==> src/sv/tsa_pkg.sv <==
// tsa_pkg: shared types, widths and codes for the throttle source arbiter
// depends on nothing; imported by every module of the block
package tsa_pkg;

    localparam int THROTTLE_BITS     = 16;
    localparam int TIME_BITS_DEFAULT = 32;
    localparam int TICK_BITS         = 16;
    localparam int CFG_DATA_BITS     = 24;
    localparam int LIMIT_BITS        = 24;
    localparam int SLEW_BITS         = 24;
    localparam int SLEW_FRAC_BITS    = 16;
    localparam int STEP_BITS         = SLEW_BITS + TICK_BITS - SLEW_FRAC_BITS;
    localparam int CMP_BITS          =
        ((THROTTLE_BITS > STEP_BITS) ? THROTTLE_BITS : STEP_BITS) + 1;
    localparam int CFG_INDEX_BITS    = 3;
    localparam int SEQ_BITS          = 32;
    localparam int FLAG_BITS         = 4;

    // status flag bit positions
    localparam int FLAG_SLEWING       = 0;
    localparam int FLAG_NO_SOURCE     = 1;
    localparam int FLAG_PULSE_ACTIVE  = 2;
    localparam int FLAG_PULSE_LOCKOUT = 3;

    // register defaults
    localparam logic [CFG_DATA_BITS-1:0] BUS_STALE_DEFAULT   = 24'd100000;
    localparam logic [CFG_DATA_BITS-1:0] PULSE_STALE_DEFAULT = 24'd100000;
    localparam logic [THROTTLE_BITS-1:0] ARM_LOW_THR_DEFAULT = 16'd1311;
    localparam logic [CFG_DATA_BITS-1:0] ARM_LOW_TIME_DEFAULT = 24'd500000;
    localparam logic [THROTTLE_BITS-1:0] TRACK_TOL_DEFAULT   = 16'd3277;
    localparam logic [CFG_DATA_BITS-1:0] TRACK_TIME_DEFAULT  = 24'd1000000;
    localparam logic [SLEW_BITS-1:0]     SLEW_DEFAULT        = 24'd65536;

    typedef enum logic [1:0] {
        SRC_NONE  = 2'd0,
        SRC_BUS   = 2'd1,
        SRC_PULSE = 2'd2
    } src_t;

    typedef enum logic [1:0] {
        POL_BUS_PRIMARY     = 2'd0,
        POL_BUS_ONLY        = 2'd1,
        POL_PULSE_ONLY      = 2'd2,
        POL_BUS_PRIMARY_ALT = 2'd3
    } policy_t;

    typedef enum logic [CFG_INDEX_BITS-1:0] {
        CFG_POLICY       = 3'd0,
        CFG_BUS_STALE    = 3'd1,
        CFG_PULSE_STALE  = 3'd2,
        CFG_ARM_LOW_THR  = 3'd3,
        CFG_ARM_LOW_TIME = 3'd4,
        CFG_TRACK_TOL    = 3'd5,
        CFG_TRACK_TIME   = 3'd6,
        CFG_HANDOFF_SLEW = 3'd7
    } cfg_index_t;

    typedef struct packed {
        logic                     bus_fresh;
        logic                     bus_valid;
        logic [THROTTLE_BITS-1:0] bus_throttle;
        logic                     bus_arm_request;
        logic                     pulse_fresh;
        logic                     pulse_valid;
        logic [THROTTLE_BITS-1:0] pulse_throttle;
        logic [TICK_BITS-1:0]     tick_time;
    } tsa_in_t;

    typedef struct packed {
        logic                     have_command;
        logic [1:0]               active_source;
        logic [THROTTLE_BITS-1:0] throttle_cmd;
        logic                     out_arm;
        logic [SEQ_BITS-1:0]      sequence_res;
        logic [FLAG_BITS-1:0]     status_flags;
    } tsa_out_t;

    // per-source health after this item's update
    typedef struct packed {
        logic                     ok;
        logic [THROTTLE_BITS-1:0] thr;
        logic                     arm;
    } tsa_health_t;

    // pulse qualification after this item's update
    typedef struct packed {
        logic armed;
        logic track_good;
    } tsa_qual_t;

endpackage

==> src/sv/tsa_in_reg.sv <==
// tsa_in_reg: input register of the arbiter, also forms the slew step product
// depends on tsa_pkg
module tsa_in_reg
    import tsa_pkg::*;
(
    input  logic                 aclk,
    input  logic                 aresetn,
    input  logic                 s_valid,
    output logic                 s_ready,
    input  tsa_in_t              s_data,
    input  logic [SLEW_BITS-1:0] handoff_slew,
    input  logic                 advance,
    output logic                 item_valid,
    output tsa_in_t              item,
    output logic [STEP_BITS-1:0] step
);

    logic                           valid_reg;
    logic                           valid_next;
    tsa_in_t                        item_reg;
    logic [STEP_BITS-1:0]           step_reg;
    logic [SLEW_BITS+TICK_BITS-1:0] product;

    assign s_ready = !valid_reg || advance;
    assign product = (SLEW_BITS+TICK_BITS)'(handoff_slew)
                   * (SLEW_BITS+TICK_BITS)'(s_data.tick_time);

    always_comb begin
        valid_next = valid_reg;
        if (s_valid && s_ready) begin
            valid_next = 1'b1;
        end else if (advance) begin
            valid_next = 1'b0;
        end
    end

    always_ff @(posedge aclk) begin
        if (!aresetn) begin
            valid_reg <= 1'b0;
        end else begin
            valid_reg <= valid_next;
        end
        if (s_valid && s_ready) begin
            item_reg <= s_data;
            step_reg <= product[SLEW_BITS+TICK_BITS-1:SLEW_FRAC_BITS];
        end
    end

    assign item_valid = valid_reg;
    assign item       = item_reg;
    assign step       = step_reg;

endmodule

==> src/sv/tsa_health.sv <==
// tsa_health: ageing and held sample of one throttle source
// depends on tsa_pkg
module tsa_health
    import tsa_pkg::*;
#(
    parameter int TIME_BITS = TIME_BITS_DEFAULT
) (
    input  logic                     aclk,
    input  logic                     aresetn,
    input  logic                     advance,
    input  logic                     frame_new,
    input  logic [THROTTLE_BITS-1:0] thr,
    input  logic                     arm,
    input  logic [TICK_BITS-1:0]     dt,
    input  logic [LIMIT_BITS-1:0]    stale_limit,
    output tsa_health_t              health
);

    logic                     seen_reg, seen_next;
    logic [TIME_BITS-1:0]     age_reg, age_next;
    logic [THROTTLE_BITS-1:0] thr_reg, thr_next;
    logic                     arm_reg, arm_next;
    logic [TIME_BITS:0]       age_sum;
    logic [TIME_BITS-1:0]     age_inc;
    logic                     ok;

    // saturating age
    assign age_sum = {1'b0, age_reg} + (TIME_BITS+1)'(dt);
    assign age_inc = age_sum[TIME_BITS] ? '1 : age_sum[TIME_BITS-1:0];

    always_comb begin
        if (frame_new) begin
            seen_next = 1'b1;
            age_next  = '0;
            thr_next  = thr;
            arm_next  = arm;
        end else begin
            seen_next = seen_reg;
            age_next  = age_inc;
            thr_next  = thr_reg;
            arm_next  = arm_reg;
        end
        ok = seen_next && (age_next <= TIME_BITS'(stale_limit));
        // unhealthy source holds nothing
        if (!ok) begin
            thr_next = '0;
            arm_next = 1'b0;
        end
    end

    always_ff @(posedge aclk) begin
        if (!aresetn) begin
            seen_reg <= 1'b0;
            age_reg  <= '0;
            thr_reg  <= '0;
            arm_reg  <= 1'b0;
        end else if (advance) begin
            seen_reg <= seen_next;
            age_reg  <= age_next;
            thr_reg  <= thr_next;
            arm_reg  <= arm_next;
        end
    end

    assign health = '{ok: ok, thr: thr_next, arm: arm_next};

endmodule

==> src/sv/tsa_pulse_qual.sv <==
// tsa_pulse_qual: arming dwell of the pulse source and its tracking of the bus
// depends on tsa_pkg
module tsa_pulse_qual
    import tsa_pkg::*;
#(
    parameter int TIME_BITS = TIME_BITS_DEFAULT
) (
    input  logic                     aclk,
    input  logic                     aresetn,
    input  logic                     advance,
    input  logic [TICK_BITS-1:0]     dt,
    input  tsa_health_t              bus_h,
    input  tsa_health_t              pulse_h,
    input  logic [THROTTLE_BITS-1:0] arm_low_threshold,
    input  logic [LIMIT_BITS-1:0]    arm_low_time,
    input  logic [THROTTLE_BITS-1:0] track_tolerance,
    input  logic [LIMIT_BITS-1:0]    track_time,
    output tsa_qual_t                qual
);

    logic [TIME_BITS-1:0]     low_dwell_reg, low_dwell_next;
    logic                     armed_reg, armed_next;
    logic [TIME_BITS-1:0]     track_dwell_reg, track_dwell_next;
    logic                     track_good_reg, track_good_next;
    logic [TIME_BITS:0]       low_sum, track_sum;
    logic [TIME_BITS-1:0]     low_inc, track_inc;
    logic [THROTTLE_BITS-1:0] diff;

    assign low_sum   = {1'b0, low_dwell_reg} + (TIME_BITS+1)'(dt);
    assign low_inc   = low_sum[TIME_BITS] ? '1 : low_sum[TIME_BITS-1:0];
    assign track_sum = {1'b0, track_dwell_reg} + (TIME_BITS+1)'(dt);
    assign track_inc = track_sum[TIME_BITS] ? '1 : track_sum[TIME_BITS-1:0];
    assign diff      = (pulse_h.thr >= bus_h.thr) ? (pulse_h.thr - bus_h.thr)
                                                  : (bus_h.thr - pulse_h.thr);

    // arming dwell: armed with high throttle keeps the dwell
    always_comb begin
        low_dwell_next = low_dwell_reg;
        armed_next     = armed_reg;
        if (!pulse_h.ok) begin
            low_dwell_next = '0;
            armed_next     = 1'b0;
        end else if (pulse_h.thr <= arm_low_threshold) begin
            low_dwell_next = low_inc;
            armed_next     = armed_reg || (low_inc >= TIME_BITS'(arm_low_time));
        end else if (!armed_reg) begin
            low_dwell_next = '0;
        end
    end

    // tracking dwell: holds while the bus is unhealthy
    always_comb begin
        track_dwell_next = track_dwell_reg;
        track_good_next  = track_good_reg;
        if (!pulse_h.ok) begin
            track_dwell_next = '0;
            track_good_next  = 1'b0;
        end else if (bus_h.ok) begin
            if (diff <= track_tolerance) begin
                track_dwell_next = track_inc;
                track_good_next  = track_good_reg
                                || (track_inc >= TIME_BITS'(track_time));
            end else begin
                track_dwell_next = '0;
                track_good_next  = 1'b0;
            end
        end
    end

    always_ff @(posedge aclk) begin
        if (!aresetn) begin
            low_dwell_reg   <= '0;
            armed_reg       <= 1'b0;
            track_dwell_reg <= '0;
            track_good_reg  <= 1'b0;
        end else if (advance) begin
            low_dwell_reg   <= low_dwell_next;
            armed_reg       <= armed_next;
            track_dwell_reg <= track_dwell_next;
            track_good_reg  <= track_good_next;
        end
    end

    assign qual = '{armed: armed_next, track_good: track_good_next};

endmodule

==> src/sv/throttle_source_arbiter_core.sv <==
// throttle_source_arbiter_core: top level of the throttle source arbiter
// depends on tsa_pkg, tsa_in_reg, tsa_health and tsa_pulse_qual
//
// One item per control tick carries a bus sample, a pulse sample and the time
// since the previous tick. Each item yields exactly one result item, in order.
// An item is held in the input register (where the handoff slew step,
// slew rate times tick time, is multiplied out), then one pass of logic ages
// both sources, qualifies the pulse source, picks a source by policy and slews
// the output into the result register, which is loaded once it is free or
// being emptied; m_valid rises with it. A new item is taken in every cycle
// while the result side keeps up; s_ready only drops while both registers
// are full and m_ready is low. The longest path runs age update, health,
// tracking dwell, source choice and slew compare. The user must write the
// registers through cfg_we, cfg_addr and cfg_wdata only while no item is in
// flight; the block itself does not enforce this. TIME_BITS sets the width
// of the saturating ages and dwells.
module throttle_source_arbiter_core
    import tsa_pkg::*;
#(
    parameter int TIME_BITS = TIME_BITS_DEFAULT
) (
    input  logic                      aclk,
    input  logic                      aresetn,
    // input items
    input  logic                      s_valid,
    output logic                      s_ready,
    input  tsa_in_t                   s_data,
    // result items
    output logic                      m_valid,
    input  logic                      m_ready,
    output tsa_out_t                  m_data,
    // register writes
    input  logic                      cfg_we,
    input  logic [CFG_INDEX_BITS-1:0] cfg_addr,
    input  logic [CFG_DATA_BITS-1:0]  cfg_wdata
);

    // configuration registers
    policy_t                  policy_reg;
    logic [LIMIT_BITS-1:0]    bus_stale_reg;
    logic [LIMIT_BITS-1:0]    pulse_stale_reg;
    logic [THROTTLE_BITS-1:0] arm_low_thr_reg;
    logic [LIMIT_BITS-1:0]    arm_low_time_reg;
    logic [THROTTLE_BITS-1:0] track_tol_reg;
    logic [LIMIT_BITS-1:0]    track_time_reg;
    logic [SLEW_BITS-1:0]     slew_reg;

    // input stage
    logic                     item_valid;
    tsa_in_t                  item;
    logic [STEP_BITS-1:0]     step;
    logic                     advance;

    // per-item results of the sub-blocks
    tsa_health_t              bus_h;
    tsa_health_t              pulse_h;
    tsa_qual_t                qual;

    // selection and output state
    src_t                     cur_src_reg, cand;
    logic                     blending_reg, blending_next;
    logic [THROTTLE_BITS-1:0] level_reg, level_next;
    logic [SEQ_BITS-1:0]      seq_reg, seq_next;
    logic [THROTTLE_BITS-1:0] target;
    logic                     sel_arm;
    logic                     sel_fresh;
    logic                     primary;
    logic [FLAG_BITS-1:0]     flags;
    logic [CMP_BITS-1:0]      target_ext, level_ext, step_ext;
    logic                     m_valid_reg, m_valid_next;
    tsa_out_t                 m_data_reg, m_data_next;

    // an item waiting and the result register free, or being emptied this cycle
    assign advance = item_valid && (!m_valid_reg || m_ready);

    always_ff @(posedge aclk) begin
        if (!aresetn) begin
            policy_reg       <= POL_BUS_PRIMARY;
            bus_stale_reg    <= BUS_STALE_DEFAULT;
            pulse_stale_reg  <= PULSE_STALE_DEFAULT;
            arm_low_thr_reg  <= ARM_LOW_THR_DEFAULT;
            arm_low_time_reg <= ARM_LOW_TIME_DEFAULT;
            track_tol_reg    <= TRACK_TOL_DEFAULT;
            track_time_reg   <= TRACK_TIME_DEFAULT;
            slew_reg         <= SLEW_DEFAULT;
        end else if (cfg_we) begin
            unique case (cfg_addr)
                CFG_POLICY:       policy_reg       <= policy_t'(cfg_wdata[1:0]);
                CFG_BUS_STALE:    bus_stale_reg    <= cfg_wdata[LIMIT_BITS-1:0];
                CFG_PULSE_STALE:  pulse_stale_reg  <= cfg_wdata[LIMIT_BITS-1:0];
                CFG_ARM_LOW_THR:  arm_low_thr_reg  <= cfg_wdata[THROTTLE_BITS-1:0];
                CFG_ARM_LOW_TIME: arm_low_time_reg <= cfg_wdata[LIMIT_BITS-1:0];
                CFG_TRACK_TOL:    track_tol_reg    <= cfg_wdata[THROTTLE_BITS-1:0];
                CFG_TRACK_TIME:   track_time_reg   <= cfg_wdata[LIMIT_BITS-1:0];
                CFG_HANDOFF_SLEW: slew_reg         <= cfg_wdata[SLEW_BITS-1:0];
                default: ;
            endcase
        end
    end

    tsa_in_reg u_in_reg (
        .aclk         (aclk),
        .aresetn      (aresetn),
        .s_valid      (s_valid),
        .s_ready      (s_ready),
        .s_data       (s_data),
        .handoff_slew (slew_reg),
        .advance      (advance),
        .item_valid   (item_valid),
        .item         (item),
        .step         (step)
    );

    tsa_health #(.TIME_BITS(TIME_BITS)) u_bus_health (
        .aclk        (aclk),
        .aresetn     (aresetn),
        .advance     (advance),
        .frame_new   (item.bus_fresh && item.bus_valid),
        .thr         (item.bus_throttle),
        .arm         (item.bus_arm_request),
        .dt          (item.tick_time),
        .stale_limit (bus_stale_reg),
        .health      (bus_h)
    );

    // the pulse source carries no arm request of its own
    tsa_health #(.TIME_BITS(TIME_BITS)) u_pulse_health (
        .aclk        (aclk),
        .aresetn     (aresetn),
        .advance     (advance),
        .frame_new   (item.pulse_fresh && item.pulse_valid),
        .thr         (item.pulse_throttle),
        .arm         (1'b0),
        .dt          (item.tick_time),
        .stale_limit (pulse_stale_reg),
        .health      (pulse_h)
    );

    tsa_pulse_qual #(.TIME_BITS(TIME_BITS)) u_pulse_qual (
        .aclk              (aclk),
        .aresetn           (aresetn),
        .advance           (advance),
        .dt                (item.tick_time),
        .bus_h             (bus_h),
        .pulse_h           (pulse_h),
        .arm_low_threshold (arm_low_thr_reg),
        .arm_low_time      (arm_low_time_reg),
        .track_tolerance   (track_tol_reg),
        .track_time        (track_time_reg),
        .qual              (qual)
    );

    // source choice by policy
    always_comb begin
        primary = (policy_reg == POL_BUS_PRIMARY) || (policy_reg == POL_BUS_PRIMARY_ALT);
        cand    = SRC_NONE;
        case (policy_reg)
            POL_BUS_ONLY: begin
                if (bus_h.ok) cand = SRC_BUS;
            end
            POL_PULSE_ONLY: begin
                if (pulse_h.ok && qual.armed) cand = SRC_PULSE;
            end
            default: begin
                // bus first, pulse only once armed and proven to track
                if (bus_h.ok) begin
                    cand = SRC_BUS;
                end else if (pulse_h.ok && qual.armed && qual.track_good) begin
                    cand = SRC_PULSE;
                end
            end
        endcase
    end

    always_comb begin
        target    = '0;
        sel_arm   = 1'b0;
        sel_fresh = 1'b0;
        if (cand == SRC_BUS) begin
            target    = bus_h.thr;
            sel_arm   = bus_h.arm;
            sel_fresh = item.bus_fresh && item.bus_valid;
        end else if (cand == SRC_PULSE) begin
            target    = pulse_h.thr;
            sel_arm   = qual.armed;
            sel_fresh = item.pulse_fresh && item.pulse_valid;
        end
    end

    assign target_ext = CMP_BITS'(target);
    assign level_ext  = CMP_BITS'(level_reg);
    assign step_ext   = CMP_BITS'(step);

    // output level with handoff slew
    always_comb begin
        flags         = '0;
        blending_next = blending_reg;
        level_next    = level_reg;
        // a change between two real sources starts a slewed handoff
        if (cand != cur_src_reg && cand != SRC_NONE && cur_src_reg != SRC_NONE) begin
            blending_next = 1'b1;
        end
        if (cand == SRC_NONE) begin
            level_next    = '0;
            blending_next = 1'b0;
        end else if (blending_next) begin
            if (target_ext > level_ext + step_ext) begin
                level_next = THROTTLE_BITS'(level_ext + step_ext);
            end else if (target_ext + step_ext < level_ext) begin
                level_next = THROTTLE_BITS'(level_ext - step_ext);
            end else begin
                // within one step: land on the target
                level_next    = target;
                blending_next = 1'b0;
            end
            flags[FLAG_SLEWING] = 1'b1;
        end else begin
            level_next = target;
        end

        seq_next = seq_reg;
        if (cand != SRC_NONE && sel_fresh) begin
            seq_next = seq_reg + 1'b1;
        end

        if (cand == SRC_NONE) begin
            flags[FLAG_NO_SOURCE] = 1'b1;
        end else if (cand == SRC_PULSE) begin
            flags[FLAG_PULSE_ACTIVE] = 1'b1;
        end
        // pulse ready to fly but not yet trusted to follow the bus
        if (primary && pulse_h.ok && qual.armed && !qual.track_good) begin
            flags[FLAG_PULSE_LOCKOUT] = 1'b1;
        end
    end

    always_comb begin
        m_data_next.have_command  = (cand != SRC_NONE);
        m_data_next.active_source = cand;
        m_data_next.throttle_cmd  = (cand != SRC_NONE) ? level_next : '0;
        m_data_next.out_arm       = (cand != SRC_NONE) && sel_arm;
        m_data_next.sequence_res  = seq_next;
        m_data_next.status_flags  = flags;

        m_valid_next = m_valid_reg;
        if (advance) begin
            m_valid_next = 1'b1;
        end else if (m_ready) begin
            m_valid_next = 1'b0;
        end
    end

    always_ff @(posedge aclk) begin
        if (!aresetn) begin
            cur_src_reg  <= SRC_NONE;
            blending_reg <= 1'b0;
            level_reg    <= '0;
            seq_reg      <= '0;
            m_valid_reg  <= 1'b0;
        end else begin
            m_valid_reg <= m_valid_next;
            if (advance) begin
                cur_src_reg  <= cand;
                blending_reg <= blending_next;
                level_reg    <= level_next;
                seq_reg      <= seq_next;
            end
        end
        if (advance) begin
            m_data_reg <= m_data_next;
        end
    end

    assign m_valid = m_valid_reg;
    assign m_data  = m_data_reg;

    // the no-source flag always mirrors the command indication
    a_no_source_flag: assert property (@(posedge aclk) disable iff (!aresetn)
        m_valid_reg |-> (m_data_reg.status_flags[FLAG_NO_SOURCE] == !m_data_reg.have_command))
        else $error("no-source flag disagrees with have_command");

    // without a source the command is zeroed and never slewing
    a_idle_zero: assert property (@(posedge aclk) disable iff (!aresetn)
        (m_valid_reg && !m_data_reg.have_command) |->
            (m_data_reg.throttle_cmd == '0 && !m_data_reg.out_arm
             && !m_data_reg.status_flags[FLAG_SLEWING]))
        else $error("command not zeroed without a source");

    // the sequence moves by at most one per item
    a_seq_step: assert property (@(posedge aclk) disable iff (!aresetn)
        advance |=> (seq_reg == $past(seq_reg) || seq_reg == $past(seq_reg) + 1'b1))
        else $error("sequence jumped by more than one");

    // a stalled item stays in the input register
    a_item_held: assert property (@(posedge aclk) disable iff (!aresetn)
        (item_valid && !advance) |=> item_valid)
        else $error("input item lost while stalled");

    // blending needs a source
    a_blend_src: assert property (@(posedge aclk) disable iff (!aresetn)
        blending_reg |-> (cur_src_reg != SRC_NONE))
        else $error("handoff slew active without a source");

endmodule

==> config.mk <==
export PLATFORM = sky130hd
export DESIGN_NAME = throttle_source_arbiter_core
export DESIGN_NICKNAME = d
export VERILOG_FILES = /design/src/sv/tsa_pkg.sv /design/src/sv/tsa_in_reg.sv /design/src/sv/tsa_health.sv /design/src/sv/tsa_pulse_qual.sv /design/src/sv/throttle_source_arbiter_core.sv
export SDC_FILE = /design/constraint.sdc
export NUM_CORES = 2
export LEC_CHECK = 0
export BUFFER_PORTS_ARGS = -buffer_cell sky130_fd_sc_hd__buf_4
export CAP_MARGIN = 5
export CELL_PAD_IN_SITES_DETAIL_PLACEMENT = 0
export CELL_PAD_IN_SITES_GLOBAL_PLACEMENT = 2
export CORE_ASPECT_RATIO = 1.75
export CORE_MARGIN = 2
export CORE_UTILIZATION = 43
export CTS_CLUSTER_DIAMETER = 50
export DETAILED_ROUTE_END_ITERATION = 10
export PLACE_DENSITY_LB_ADDON = 0.1
export SYNTH_ARGS = -nofsm -noshare
export SYNTH_HDL_FRONTEND = slang
export SYNTH_SLANG_ARGS = --single-unit
==> constraint.sdc <==
create_clock -name aclk -period 36.1 [get_ports aclk]
set_input_delay 0 -clock aclk [delete_from_list [all_inputs] [get_ports aclk]]
set_output_delay 0 -clock aclk [all_outputs]
set_load 0.05 [all_outputs]
Yosys cells after proc, flatten, opt, wreduce, memory -nomap -nowiden. Index checks and enable logic that the tools add are counted.

Output and inout port bits: 58. Bits of input ports: 85. Word-level logic and storage cells: 171. Register bits: 505.

Add/sub/neg operators: 10. Eq/ne operators: 15. Muxes and demuxes: 55. $mul: 1. Magnitude comparators: 9. Reduce and logical (&&, ||, !) cells: 40.

Operators with widths (count): $mux W32 (13); $mux W16 (11); $add A32 B16 Y33 (4); $ge A32 B24 Y1 (2); $le A32 B24 Y1 (2); $add A16 B24 Y25 (2); $sub A16 B16 Y16 (3); $mul A24 B16 Y40 (1); $add A32 B1 Y32 const B (1); $le A16 B16 Y1 (2); $mux W1 (27); $gt A16 B25 Y1 (1); $lt A25 B16 Y1 (1); $reduce_and A2 Y1 (10); $ge A16 B16 Y1 (1); $logic_and A1 B1 Y1 (15); $eq A3 B3 Y1 const B (4); $reduce_bool A2 Y1 (4); $eq A2 B2 Y1 const B (3); $eq A3 B2 Y1 const B (2); $mux W2 (3); $logic_or A1 B1 Y1 (5); $eq A2 B1 Y1 const B (2); $logic_not A2 Y1 (2); 7 further kinds (9).

Logic depth before layout (Yosys ltp).
Word-level depth: 25. Mapped depth: 62. Mapped depth without buffers: 56.

Cells and area by module. From an unflattened synthesis, not the netlist that was laid out.

Cells, all modules: 5354. Area total of the unflattened synthesis: 45976.6 um2.

Modules (own cells, without submodules): throttle_source_arbiter_core (cells an instance 1701, instances 1, sequential area each 5805.6 um2, area an instance 14377.5 um2); tsa_in_reg (cells an instance 1439, instances 1, sequential area each 2332.2 um2, area an instance 14249.9 um2); tsa_health (cells an instance 555, instances 2, sequential area each 1001.0 um2, area an instance 4449.3 um2); tsa_pulse_qual (cells an instance 1104, instances 1, sequential area each 1321.3 um2, area an instance 8450.6 um2).

Least setup slack after synthesis. OpenSTA, ideal clock, no wires.

Path type: flip-flop to flip-flop. From: reg u_in_reg.item_reg, in the netlist u_in_reg.item[0]. To: reg m_data_reg, in the netlist m_data[40] (data pin). Setup time: 0.255 ns. Arrival time: 12.391 ns. Period minus slack after synthesis: 12.645 ns. Data required time: 35.845 ns. Buffers on the path: 7. Path slack: 23.455 ns. Cell stages (with the launch flop): 60. Cell sequence: edfxtp_1 ha_1 fa_1 a211oi_1 o21ai_1 o211a_1 o21a_1 o21ai_1 clkbuf_1 a21oi_1 ha_1 a21oi_1 a21oi_1 a2111o_1 a21oi_1 o21ai_0 a211o_1 o21bai_1 (+24 left out) o22ai_1 o21ai_0 nand2b_1 a21o_1 a21oi_1 xnor2_1 ha_1 a2111oi_0 o21ai_0 a21oi_1 a211oi_1 or4_1 a2111oi_2 nand2b_1 nand3_1 buf_4 mux2i_1 and2_1.

RTL lines: from (decl) (line tsa_in_reg.sv:20) `tsa_in_t item_reg;`; from (signal assigned) (line tsa_in_reg.sv:44) `item_reg <= s_data;`; to (signal assigned) (line throttle_source_arbiter_core.sv:270) `m_data_reg <= m_data_next;`; to (decl) (line throttle_source_arbiter_core.sv:71) `tsa_out_t m_data_reg, m_data_next;`.

==> flow_summary.ini <==
[finish]
drive_gt1_share_pct = 6.80
final_cell_area_um2 = 49300
areaGrowthSynthToFinish_pct = 11.3
largest_reg_flops = 56
mostFrequentLayoutCell = nand2_1
layout_common_cells = 917 x nand2_1, 575 x inv_1, 527 x a21oi_1, 414 x ha_1, 372 x dfxtp_1
nNetsFinal = 6246
instances_no_fill = 6816
n_antenna_cell = 0

[place]
dp_slack_ns = 22.27
hpwlAfterDp_um = 113000
portBuffers = 142
place_area_um2 = 46500
dp_cells = 6620
finalWeightedCongestion = 0.939

[floorplan]
die_h_um = 429
rows = 155
start_util_pct = 43.4
core_um2 = 102000
dieWidth_um = 247
die_area_um2 = 106000
io-pin-count = 143

[clock_network]
cts_tree = built
path_clk_slew_ns = 0.06
clock_latency_ns = 0.70
tritoncts.num_buffers = 57
h-tree-depth = 2
cts.sinks = 505
cts_root_buf = clkbuf_16
postCtsSetupBuffers = 0
clock_path_buffers = 3

[sta]
rsz0062_at_grt = no
finalSetupTns_ns = 0
fin_crit_sh_pct = 38.7
tightest_slew_ns = 1.24
slew_viol_final = 0
final_hold_viol_count = 0
post-route-min-period_ns = 13.99
worst_slack_ns = 22.11
max_slew_margin_pct = 16.1
fmax_ghz = 0.0715
skew_ns = 0.0824
hold_slack_ns = 0.0680
setup_viol = 0

[detailed_routing]
routed_wl_um = 151000
wl_per_cell_um = 22.1
vias = 37900
drtIter0Drc = 2033
antenna_left = 0
firstDrtPassIters = 6
vias_per_cell = 5.55
drc = 0

[worst_setup_path]
cp_num_buf_inv = 4
start_kind = register
worstReg2RegStart = u_in_reg.item[0]$_DFFE_PP_
cp-end-kind = register
path_class = register to register
path_max_fanout = 33
rr_endpoint = m_data[38]$_SDFFCE_PP0P_
cp_data_required_time_ns = 36.49
cpPeakStageDelay_ns = 0.55
r2r_cells = 58
slowest_stage = a2111oi_2
critPathMostFrequentCell = a21oi_1
arrival_ns = 14.38
path_delay_family = compound AO/OA/AOI/OAI gates
r2r_slack_ns = 22.11

[logic_synthesis]
synth_edf_count = 133
syn_nets = 6181
synth_area_per_cell_um2 = 8.25
synthArstFlopShare_pct = 0
ys_types = 84
synth_area_um2 = 44300
syn_inst = 5368
yosysWarnings = 0
synthFlopType = dfxtp_1
ys_seq_area_share_pct = 25.8
ys_ff_latch = 505

[global_route]
grt_usage_pct = 28.5
grt_start_max_net_pins = 94
antenna_found_initial = 1
grt_pass1_wl_um = 230000
grt_overflow = 0
grt_pass1_vias = 38400

[power]
vdd_drop_max_mv = 0.0436
p_leak_nw = 21.3
power.density_nw_per_um2 = 33.5

[run]
maxCapViolCount = 0

[worst_hold_path]
min_to = u_in_reg.item[34]$_DFFE_PP_
hp-class = input port to register
min_from = s_data[34]
hold_depth = 2

[outcome]
status = finished, final reports clean
[timing repair]
item	4_1_cts	5_1_grt
hold endpoints to repair	250	0
resized for setup	0	0
endpoints found under the setup margin	0	0
hold buffers	88	0
[Yosys cell counts, drive strengths merged, types with 11 or more instances]
master,n,area (µm²)
o31ai,31,233
a31oi,37,231
o21bai,18,135
nand4,49,307
o21a,36,270
a2111oi,12,138
or2,24,150
o21ai,157,786
nand2b,58,363
xor2,86,753
or3,17,106
ha,414,5180
xnor2,104,911
and2,137,857
a21oi,529,2650
nor2b,44,275
a211oi,42,315
mux2i,84,841
buf,38,165
fa,314,6290
nor3b,29,218
inv,578,2170
nand3,120,601
nor4,20,138
nor2,287,1080
dfxtp,372,7450
nor3,69,345
and3,31,194
nand2,917,3440
o221a,11,124
a22o,13,114
clkbuf,240,905
o211ai,64,480
a21o,94,706
edfxtp,133,3990
or4,21,158
[layer usage]
metal | wire [µm] | vias to the layer above | track usage [%]
met4 | 6750 | 0 | 11.8
met2 | 78000 | 877 | 52.1
met5 | 0 | - | 0
met1 | 61300 | 18500 | 34.1
li1 | - | 18200 | -
met3 | 4730 | 266 | 2.07
[metrics by stage]
| stage | total power, mW | util, % |
|---|---|---|
| 6_report | 1.65 | 48.3 |
| 5_1_grt | 1.74 | 48.3 |
| 4_1_cts | 1.67 | 48.3 |
| 3_5_place_dp | 1.05 | 45.5 |
| 3_3_place_gp | 1.05 | 45.5 |
| 2_1_floorplan | 0.906 | - |
[where the power goes]
| part | internal, mW | switching [mW] |
|---|---|---|
| clock | 0.340 | 0.269 |
| combinational | 0.155 | 0.262 |
| sequential | 0.604 | 0.0220 |
| total | 1.10 | 0.553 |
[area by class of cell]
| cell class | instances | area, µm² |
|---|---|---|
| fillers | 10200 | 52700 |
| multi-input cells | 4006 | 29700 |
| flip-flops and latches | 505 | 11400 |
| repair buffers | 284 | 2350 |
| inverters | 579 | 2190 |
| well taps | 1334 | 1670 |
| clock buffers | 70 | 1520 |
| clock inverters | 38 | 437 |
[cells by family (layout without fill, tap and decap cells)]
| kind of cell | after synthesis | in the layout | share of synthesized area, % |
|---|---|---|---|
| compound gates | 1153 | 1153 | 16.1 |
| xor+xnor | 190 | 190 | 3.76 |
| fa+ha+maj | 728 | 728 | 25.9 |
| buf+inv | 857 | 971 | 7.33 |
| flops | 505 | 505 | 25.8 |
| mux | 93 | 93 | 2.13 |
| simple gates | 1842 | 1842 | 19.0 |
[worst reg2reg max path, delay by kind of cell (launching register included)]
kind	cells	cell delay [ns]
mux	2	0.62
compound gates	31	6.73
buf+inv	4	0.89
simple gates	13	2.63
fa+ha+maj	7	2.17
xor+xnor	1	0.09
flops	1	0.47
[worst max-delay path by stage]
stage / slack (ns) / from / to / cells after the start
after floorplan: 23.45 / u_in_reg.item[0]$_DFFE_PP_ / m_data[40]$_SDFFCE_PP0P_ / 59
after global placement: 22.46 / u_in_reg.item[0]$_DFFE_PP_ / m_data[38]$_SDFFCE_PP0P_ / 58
after detailed placement: 22.27 / u_in_reg.item[0]$_DFFE_PP_ / m_data[38]$_SDFFCE_PP0P_ / 58
after CTS: 22.11 / u_in_reg.item[0]$_DFFE_PP_ / m_data[38]$_SDFFCE_PP0P_ / 58
after global routing: 20.85 / u_in_reg.item[0]$_DFFE_PP_ / m_data[38]$_SDFFCE_PP0P_ / 58
final: 22.11 / u_in_reg.item[0]$_DFFE_PP_ / m_data[38]$_SDFFCE_PP0P_ / 58
Power figures use the tool's default switching activity.
